$ cat src/rtl/core/rbce_pkg.sv
// ----------------------------------------------------------------------------
// rbce_pkg
// Shared constants, types and functions of the RDS block checkword encoder.
// ----------------------------------------------------------------------------
package rbce_pkg;

    localparam int DATA_W  = 16;
    localparam int CHK_W   = 10;
    localparam int CODED_W = DATA_W + CHK_W;
    localparam int POS_W   = 2;

    localparam logic [CHK_W-1:0] CHK_POLY = 10'h1B9;

    localparam logic [POS_W-1:0] POS_A = 2'd0;
    localparam logic [POS_W-1:0] POS_B = 2'd1;
    localparam logic [POS_W-1:0] POS_C = 2'd2;
    localparam logic [POS_W-1:0] POS_D = 2'd3;

    localparam logic [CHK_W-1:0] OFFSET_A = 10'h0FC;
    localparam logic [CHK_W-1:0] OFFSET_B = 10'h198;
    localparam logic [CHK_W-1:0] OFFSET_C = 10'h168;
    localparam logic [CHK_W-1:0] OFFSET_D = 10'h1B4;

    localparam logic [CHK_W-1:0] CORRUPT_MASK = 10'h001;

    typedef logic [DATA_W-1:0][CHK_W-1:0] chk_cols_t;

    typedef struct packed {
        logic [CODED_W-1:0] diff_block;
        logic               level;
    } diff_result_t;

    // Checkword of each single-bit data word; the checkword is linear in the data.
    function automatic chk_cols_t chk_columns();
        chk_cols_t          cols;
        logic [CHK_W-1:0]   crc;
        logic [DATA_W-1:0]  word;
        logic               din;
        cols = '0;
        for (int k = 0; k < DATA_W; k++) begin
            word = DATA_W'(1) << k;
            crc  = '0;
            for (int i = 0; i < DATA_W; i++) begin
                din = word[DATA_W-1-i];
                if (din ^ crc[CHK_W-1]) begin
                    crc = (crc << 1) ^ CHK_POLY;
                end else begin
                    crc = crc << 1;
                end
            end
            cols[k] = crc;
        end
        return cols;
    endfunction

    localparam chk_cols_t CHK_COLUMN = chk_columns();

    function automatic logic [CHK_W-1:0] offset_word(input logic [POS_W-1:0] pos);
        logic [CHK_W-1:0] ofs;
        unique case (pos)
            POS_A:   ofs = OFFSET_A;
            POS_B:   ofs = OFFSET_B;
            POS_C:   ofs = OFFSET_C;
            POS_D:   ofs = OFFSET_D;
            default: ofs = OFFSET_A;
        endcase
        return ofs;
    endfunction

endpackage

$ cat src/rtl/core/rbce_checkword.sv
// ----------------------------------------------------------------------------
// rbce_checkword
// Builds the 26-bit coded block: data word, then offset-XORed checkword.
// ----------------------------------------------------------------------------
module rbce_checkword (
    input  logic [rbce_pkg::DATA_W-1:0]  block_data,
    input  logic [rbce_pkg::POS_W-1:0]   block_position,
    input  logic                         corrupt_first_check,
    output logic [rbce_pkg::CODED_W-1:0] coded_block
);

    logic [rbce_pkg::CHK_W-1:0] crc;
    logic [rbce_pkg::CHK_W-1:0] chk;

    always_comb begin
        crc = '0;
        for (int k = 0; k < rbce_pkg::DATA_W; k++) begin
            if (block_data[k]) begin
                crc = crc ^ rbce_pkg::CHK_COLUMN[k];
            end
        end
    end

    always_comb begin
        chk = crc ^ rbce_pkg::offset_word(block_position);
        if (corrupt_first_check && (block_position == rbce_pkg::POS_A)) begin
            chk = chk ^ rbce_pkg::CORRUPT_MASK;
        end
    end

    assign coded_block = {block_data, chk};

endmodule

$ cat src/rtl/core/rbce_diff_encoder.sv
// ----------------------------------------------------------------------------
// rbce_diff_encoder
// Differential encoding of a coded block, bit 25 first, from a carried level.
// ----------------------------------------------------------------------------
module rbce_diff_encoder (
    input  logic [rbce_pkg::CODED_W-1:0] coded_block,
    input  logic                         level_in,
    output rbce_pkg::diff_result_t       result
);

    logic [rbce_pkg::CODED_W-1:0] diff;

    always_comb begin
        for (int b = 0; b < rbce_pkg::CODED_W; b++) begin
            diff[b] = level_in ^ (^(coded_block >> b));
        end
    end

    assign result.diff_block = diff;
    assign result.level      = diff[0];

endmodule

$ cat src/rtl/core/rds_block_checkword_encoder.sv
// ----------------------------------------------------------------------------
// rds_block_checkword_encoder
// RDS block checkword, offset and differential encoder; one block per cycle unless stalled.
// ----------------------------------------------------------------------------
//  channel   | direction | payload
//  s_        | in        | tdata: block_data[15:0]; tuser: block_position[1:0]
//  m_        | out       | tdata: coded_block[25:0], diff_coded_block[51:26]
//  cfg_      | in        | data: corrupt_first_check
//
//  One block per cycle while the m_ side accepts them.
//  Input register feeds the checkword and differential logic, output register
//  holds the result; the differential level advances as a block enters it.
//  A stalled m_ side backs up into the input register, then drops s_tready.
//  aresetn clears valid flags, the level and corrupt_first_check.
// ----------------------------------------------------------------------------
module rds_block_checkword_encoder (
    input  logic        aclk,
    input  logic        aresetn,
    input  logic        s_tvalid,
    output logic        s_tready,
    input  logic [15:0] s_tdata,    // block_data[15:0]
    input  logic [1:0]  s_tuser,    // block_position[1:0]
    output logic        m_tvalid,
    input  logic        m_tready,
    output logic [55:0] m_tdata,    // coded_block[25:0], diff_coded_block[51:26], zero pad
    input  logic        cfg_valid,
    output logic        cfg_ready,
    input  logic        cfg_data    // corrupt_first_check
);

    logic                          in_valid_reg;
    logic [rbce_pkg::DATA_W-1:0]   data_reg;
    logic [rbce_pkg::POS_W-1:0]    pos_reg;
    logic                          out_valid_reg;
    logic [rbce_pkg::CODED_W-1:0]  coded_reg;
    logic [rbce_pkg::CODED_W-1:0]  diff_reg;
    logic                          level_reg;
    logic                          corrupt_reg;

    logic                          out_free;
    logic                          load_out;
    logic [rbce_pkg::CODED_W-1:0]  coded_next;
    rbce_pkg::diff_result_t        diff_next;

    assign out_free  = !out_valid_reg || m_tready;
    assign load_out  = in_valid_reg && out_free;
    assign s_tready  = !in_valid_reg || out_free;
    assign cfg_ready = 1'b1;

    rbce_checkword u_checkword (
        .block_data          (data_reg),
        .block_position      (pos_reg),
        .corrupt_first_check (corrupt_reg),
        .coded_block         (coded_next)
    );

    rbce_diff_encoder u_diff (
        .coded_block (coded_next),
        .level_in    (level_reg),
        .result      (diff_next)
    );

    always_ff @(posedge aclk) begin
        if (!aresetn) begin
            in_valid_reg  <= 1'b0;
            out_valid_reg <= 1'b0;
            level_reg     <= 1'b0;
            corrupt_reg   <= 1'b0;
        end else begin
            if (cfg_valid && cfg_ready) begin
                corrupt_reg <= cfg_data;
            end
            if (s_tready) begin
                in_valid_reg <= s_tvalid;
            end
            if (out_free) begin
                out_valid_reg <= in_valid_reg;
            end
            if (load_out) begin
                level_reg <= diff_next.level;
            end
        end
    end

    always_ff @(posedge aclk) begin
        if (s_tvalid && s_tready) begin
            data_reg <= s_tdata;
            pos_reg  <= s_tuser;
        end
        if (load_out) begin
            coded_reg <= coded_next;
            diff_reg  <= diff_next.diff_block;
        end
    end

    assign m_tvalid = out_valid_reg;
    assign m_tdata  = {4'b0000, diff_reg, coded_reg};

    // Level carried forward matches the last bit of the held result.
    a_level_tracks_output: assert property (@(posedge aclk) disable iff (!aresetn)
        out_valid_reg |-> (level_reg == diff_reg[0]))
        else $error("differential level out of step with output");

    a_load_sets_valid: assert property (@(posedge aclk) disable iff (!aresetn)
        load_out |=> out_valid_reg)
        else $error("block lost on move to output register");

    a_full_blocks_input: assert property (@(posedge aclk) disable iff (!aresetn)
        (in_valid_reg && out_valid_reg && !m_tready) |-> !s_tready)
        else $error("input accepted while both stages are full");

    a_level_holds: assert property (@(posedge aclk) disable iff (!aresetn)
        !load_out |=> $stable(level_reg))
        else $error("differential level changed without a block");

    a_reset_clears: assert property (@(posedge aclk)
        !aresetn |=> (!out_valid_reg && !in_valid_reg && !level_reg))
        else $error("reset did not clear control state");

endmodule

$ cat config.mk
export PLATFORM = sky130hd
export DESIGN_NAME = rds_block_checkword_encoder
export DESIGN_NICKNAME = d
export VERILOG_FILES = /design/src/rtl/core/rbce_pkg.sv /design/src/rtl/core/rbce_checkword.sv /design/src/rtl/core/rbce_diff_encoder.sv /design/src/rtl/core/rds_block_checkword_encoder.sv
export SDC_FILE = /design/constraint.sdc
export NUM_CORES = 1
export LEC_CHECK = 0
export ABC_CLOCK_PERIOD_IN_PS = 4000
export BUFFER_PORTS_ARGS = -buffer_cell sky130_fd_sc_hd__clkbuf_2
export CAP_MARGIN = 20
export CORE_ASPECT_RATIO = 0.6
export CORE_MARGIN = 3
export CORE_UTILIZATION = 50
export CTS_CLUSTER_DIAMETER = 120
export DETAILED_ROUTE_END_ITERATION = 6
export GPL_TIMING_DRIVEN = 0
export PLACE_DENSITY = 0.75
export SLEW_MARGIN = 0
export SYNTH_ARGS = -nofsm -noshare
export SYNTH_HDL_FRONTEND = slang
export SYNTH_HIERARCHICAL = 1
export SYNTH_SLANG_ARGS = --single-unit
$ cat constraint.sdc
create_clock -name aclk -period 4 [get_ports aclk]
set_clock_uncertainty 0.05 [all_clocks]
set_input_delay 0.4 -clock aclk [delete_from_list [all_inputs] [get_ports aclk]]
set_output_delay 0.4 -clock aclk [all_outputs]
set_load 0.005 [all_outputs]
### Word-level counts from Yosys, hierarchy flattened

Cells that the tools add are included.

* register bits after elaboration: 74
* input port bits: 24
* output and inout bits: 59
* word-level logic and storage cells: 106

* equality and inequality tests: 3
* muxes and demuxes: 18
* bitwise gates (word level): 43
* reductions and logical operators: 34

Operators by type and width (count)
* $reduce_xor A26 Y1: 26
* $mux W10: 10
* $pmux W10 S4: 1
* $not A5 Y5: 6
* $xor A1 B1 Y1: 26
* $mux W9: 2
* $not A6 Y6: 3
* $mux W7: 2
* $not A7 Y7: 2
* $xor A10 B10 Y10: 1
* $not A9 Y9: 1
* $mux W8: 1
* $not A8 Y8: 1
* $mux W6: 1
* $not A5 Y6: 1
* $eq A2 B2 Y1 const B: 2
* $not A4 Y4: 1
* $logic_and A1 B1 Y1: 3
* $eq A2 B1 Y1 const B: 1
* $logic_not A1 Y1: 2
* $logic_not A2 Y1: 1
* $logic_or A1 B1 Y1: 2
* $mux W1: 1
* $not A1 Y1: 1

### Logic depth before layout (Yosys ltp)

* depth in word-level cells: 36
* gate-level depth with buffers: 12
* mapped depth without buffers: 12

### Cells and area by module

Netlist, hierarchy kept.

Modules (own cells, without submodules)
* rds_block_checkword_encoder: instances 1, cells each 93, area each 2317.2 um2, seq. area each 2182.1 um2
* rbce_checkword: instances 1, cells each 70, area each 774.5 um2, seq. area each 0.0 um2
* rbce_diff_encoder: instances 1, cells each 49, area each 599.3 um2, seq. area each 0.0 um2

### Least setup slack after synthesis

OpenSTA, ideal clock, no wires.

* path type: register to register
* start point: register data_reg[14] (netlist bit)
* end point: register diff_reg[0] (netlist bit), data pin
* library setup time: 0.251 ns
* arrival: 2.871 ns
* data required time: 3.699 ns
* path slack: 0.828 ns
* stages on the path, launching flop included: 10
* clock period less this slack: 3.172 ns
* cell sequence: edfxtp_1 xor2_1 xnor3_1 xnor2_1 xnor2_1 xnor2_1 xnor3_1 xnor2_2 xnor2_1 buf_4

RTL lines
* from (decl): RTL line rds_block_checkword_encoder.sv:32 `logic [rbce_pkg::DATA_W-1:0] data_reg;`
* from (signal assigned): RTL line rds_block_checkword_encoder.sv:87 `data_reg <= s_tdata;`
* to (signal assigned): RTL line rds_block_checkword_encoder.sv:92 `diff_reg <= diff_next.diff_block;`
* to (decl): RTL line rds_block_checkword_encoder.sv:36 `logic [rbce_pkg::CODED_W-1:0] diff_reg;`

==> results.md <==
* Status: complete, no violations
* Synth Warn # at 6
* Die Y-Extent at 72.6 microns
* Critical Path Start Type: flop
* CTS buffer count at 9
* P per Cell Area at 791 mW/mm^2
* Min Tclk post-route at 3.72 ns
* CTS Sinks at 74
* Logic gate share of total power at 0.451
* Row count at 23
* DRC Markers at 0
* Fin. Hold Viols at 0
* CP max stage cell: xor3_1
* Hold buffer count at cts at 0
* Area of placed instances at 0.00422 sq mm
* Routed WL at 6.31 mm
* Synth Instances at 212
* Post-synthesis sequential area ratio at 0.591
* Final period utilization at 0.930
* Drt first pass iters at 4
* P_leak at 1.94 nW
* Worst slew margin relative to its limit at 0.440
* Final Setup Violations at 0
* Max-Cap Viols at 0
* Starting density of the core at 0.534
* Vias/cell at 4.63
* Number of synthesized register bits at 74
* CP arrival at 3.92 ns
* First-pass GRT wire length at 9.78 mm
* Worst min-delay path class: primary input to flop
* Worst path most repeated cell: xnor2_1
* # nets final at 334
* CTS root buf: clkbuf_16
* Final TNS setup at 0 ns
* Antenna violations before repair at 0
* P&R area growth vs syn at 22.6%
* Via count at 1835
* Psw at 1.13 mW
* Tot GR Track Use at 0.160
* VDD IR max at 0.463 mV
* RSZ-0062 raised after global routing: no
* Commonest register cell after synthesis: edfxtp_1
* Asr flop ratio synth at 0
* Htree depth at 3
* # Post-CTS Setup Buffers at 0
* DRT antenna net count at 0
* CP Capture Type: flop
* CTS tree: built
* # resized after CTS at 0
* Avg Synthesized Cell Area at 17.4 sq um
* Post-detail-place hpwl at 4.78 mm
* Die Wd at 117 microns
* Longest Clk Path Bufs at 2
* # diodes at 0
* Post-Syn Area at 0.00369 sq mm
* GP Congestion at 0.773
* Vias in the first global route at 1891
* Critical path class: flop to flop
* PortBufs at 77
* Yosys cell types at 24
* Crit Path Max Fanout at 4
* Largest net degree at the start of global routing at 35
* Internal power at 2.45 mW
* Max Clk Rate at 269 MHz
* Share of cells above drive strength 1 at 0.417
* Core area at 0.00691 sq mm
* Die ar. at 0.00848 sq mm
* Grt ovf at 0
* Seq pwr share at 0.336
* Switch share at 0.317
* Post-synth EDFFs at 70
* Clock latency on the worst-skew pair at 0.32 ns
* DRT iter0 DRCs at 87
* Clock power frac at 0.213
* Crit path required time at 4.20 ns
* Design Area, Final at 0.00453 sq mm
* CP max stage delay at 0.44 ns
* Max-slew violations at 0
* WL/cell at 15.9 microns
* I/O pin total at 83
* Filler Cell Count at 507
* Worst Tran Pin Value at 0.841 ns
* Reg clk slew, reported paths at 0.06 ns
* CP Cell Sequence: buf_2, xor3_1, xnor3_1, xnor2_1, xnor2_1, xor3_1, xnor3_1, xnor2_2, xnor2_1, nand2_1, mux2i_1
[through the flow]
stage / util / worst slack [ns] / instances / power [mW] / hold WS (ns)
floorplan: - / 0.828 / 215 / 2.44 / 0.410
global placement: 0.608 / 0.251 / 379 / 2.78 / 0.424
detailed placement: 0.611 / 0.163 / 380 / 2.82 / 0.451
CTS: 0.652 / 0.0933 / 396 / 3.61 / 0.186
global route: 0.655 / 0.0705 / 396 / 3.77 / 0.191
finish: 0.655 / 0.281 / 396 / 3.58 / 0.199
[final cells by class]
| type | count | area, sq um | share of cell area |
|---|---|---|---|
| Sequential cell | 74 | 2180 | 0.482 |
| Multi-Input combinational cell | 114 | 1360 | 0.300 |
| Timing Repair Buffer | 78 | 405 | 0.0896 |
| Clock buffer | 10 | 229 | 0.0506 |
| Buffer | 23 | 170 | 0.0376 |
| Tap cell | 87 | 109 | 0.0241 |
| Clock inverter | 6 | 57.6 | 0.0127 |
| Inverter | 4 | 15.0 | 0.00332 |
[critical path, delay by kind of cell (launching register included)]
family	cells	cell delay, ns
AND/OR/NAND/NOR	1	0.11
flip-flops	1	0.38
XOR/XNOR	8	2.77
multiplexers	1	0.14
buffers and inverters	1	0.18
[cell families (layout without fill, tap and decap cells)]
kind of cell | Yosys count | in the layout | share of synthesized area
simple gates | 10 | 10 | 0.0176
compound gates | 2 | 2 | 0.00339
other cells | 2 | 5 | 0.00203
xor+xnor | 89 | 89 | 0.310
fa+ha+maj | 6 | 6 | 0.0203
buf+inv | 27 | 121 | 0.0502
mux | 2 | 2 | 0.00542
flops | 74 | 74 | 0.591
[Yosys cell counts, types with 3 or more instances]
cell,n,area (sq um)
ha_1,6,75.1
buf_4,22,165
xnor2_1,39,342
xor2_2,4,65.1
dfxtp_1,4,80.1
xnor3_1,15,338
edfxtp_1,70,2100
nand2_1,4,15.0
inv_1,4,15.0
xor2_1,22,193
xor3_1,3,71.3
[power by group through the flow]
stage	Combinational (mW)	Sequential (mW)	Clock, mW
after floorplan	1.21	1.23	0
after CTS	1.63	1.20	0.779
final	1.62	1.20	0.762
after global placement	1.57	1.22	0
after detailed placement	1.60	1.22	0
after global routing	1.74	1.22	0.813
[layout by cell type (no fill, tap or decap)]
master,Yosys,layout
clkinv_2,0,1
bufinv_16,0,1
o21a_1,1,1
edfxtp_1,70,70
clkbuf_16,0,9
xnor2_4,1,1
xnor3_1,15,15
nor2b_4,2,2
buf_2,1,1
xnor2_1,39,37
a21oi_1,1,1
nand2_1,4,4
xor3_1,3,3
nor2_1,1,1
and2_1,1,1
clkbuf_1,0,1
xnor3_2,2,2
clkinv_1,0,2
xor2_2,4,5
dfxtp_1,4,4
nor2b_1,2,2
clkinvlp_4,0,2
conb_1,2,5
inv_1,4,4
mux2i_1,2,2
xor2_1,22,21
buf_4,22,22
xor2_4,1,1
clkbuf_2,0,77
ha_1,6,6
xnor2_2,2,4
buf_12,0,1
[worst paths after layout]
kind / start / to / slack (ns) / cells past startpoint
max reg2reg: data_reg[2]$_DFFE_PP_ / level_reg$_SDFFE_PN0P_ / 0.28 / 11
min: s_tuser[1] / pos_reg[1]$_DFFE_PP_ / 0.20 / 1
max: data_reg[2]$_DFFE_PP_ / level_reg$_SDFFE_PN0P_ / 0.28 / 11
min reg2reg: level_reg$_SDFFE_PN0P_ / level_reg$_SDFFE_PN0P_ / 0.45 / 2
[routing by layer]
metal | share of wire | global-route usage
met1 | 0.48 | 0.225
met5 | 0 | 0
met3 | 0.068 | 0.0533
met2 | 0.44 | 0.238
met4 | 0.013 | 0.0496
No activity file was read; power rests on OpenSTA's default activity.
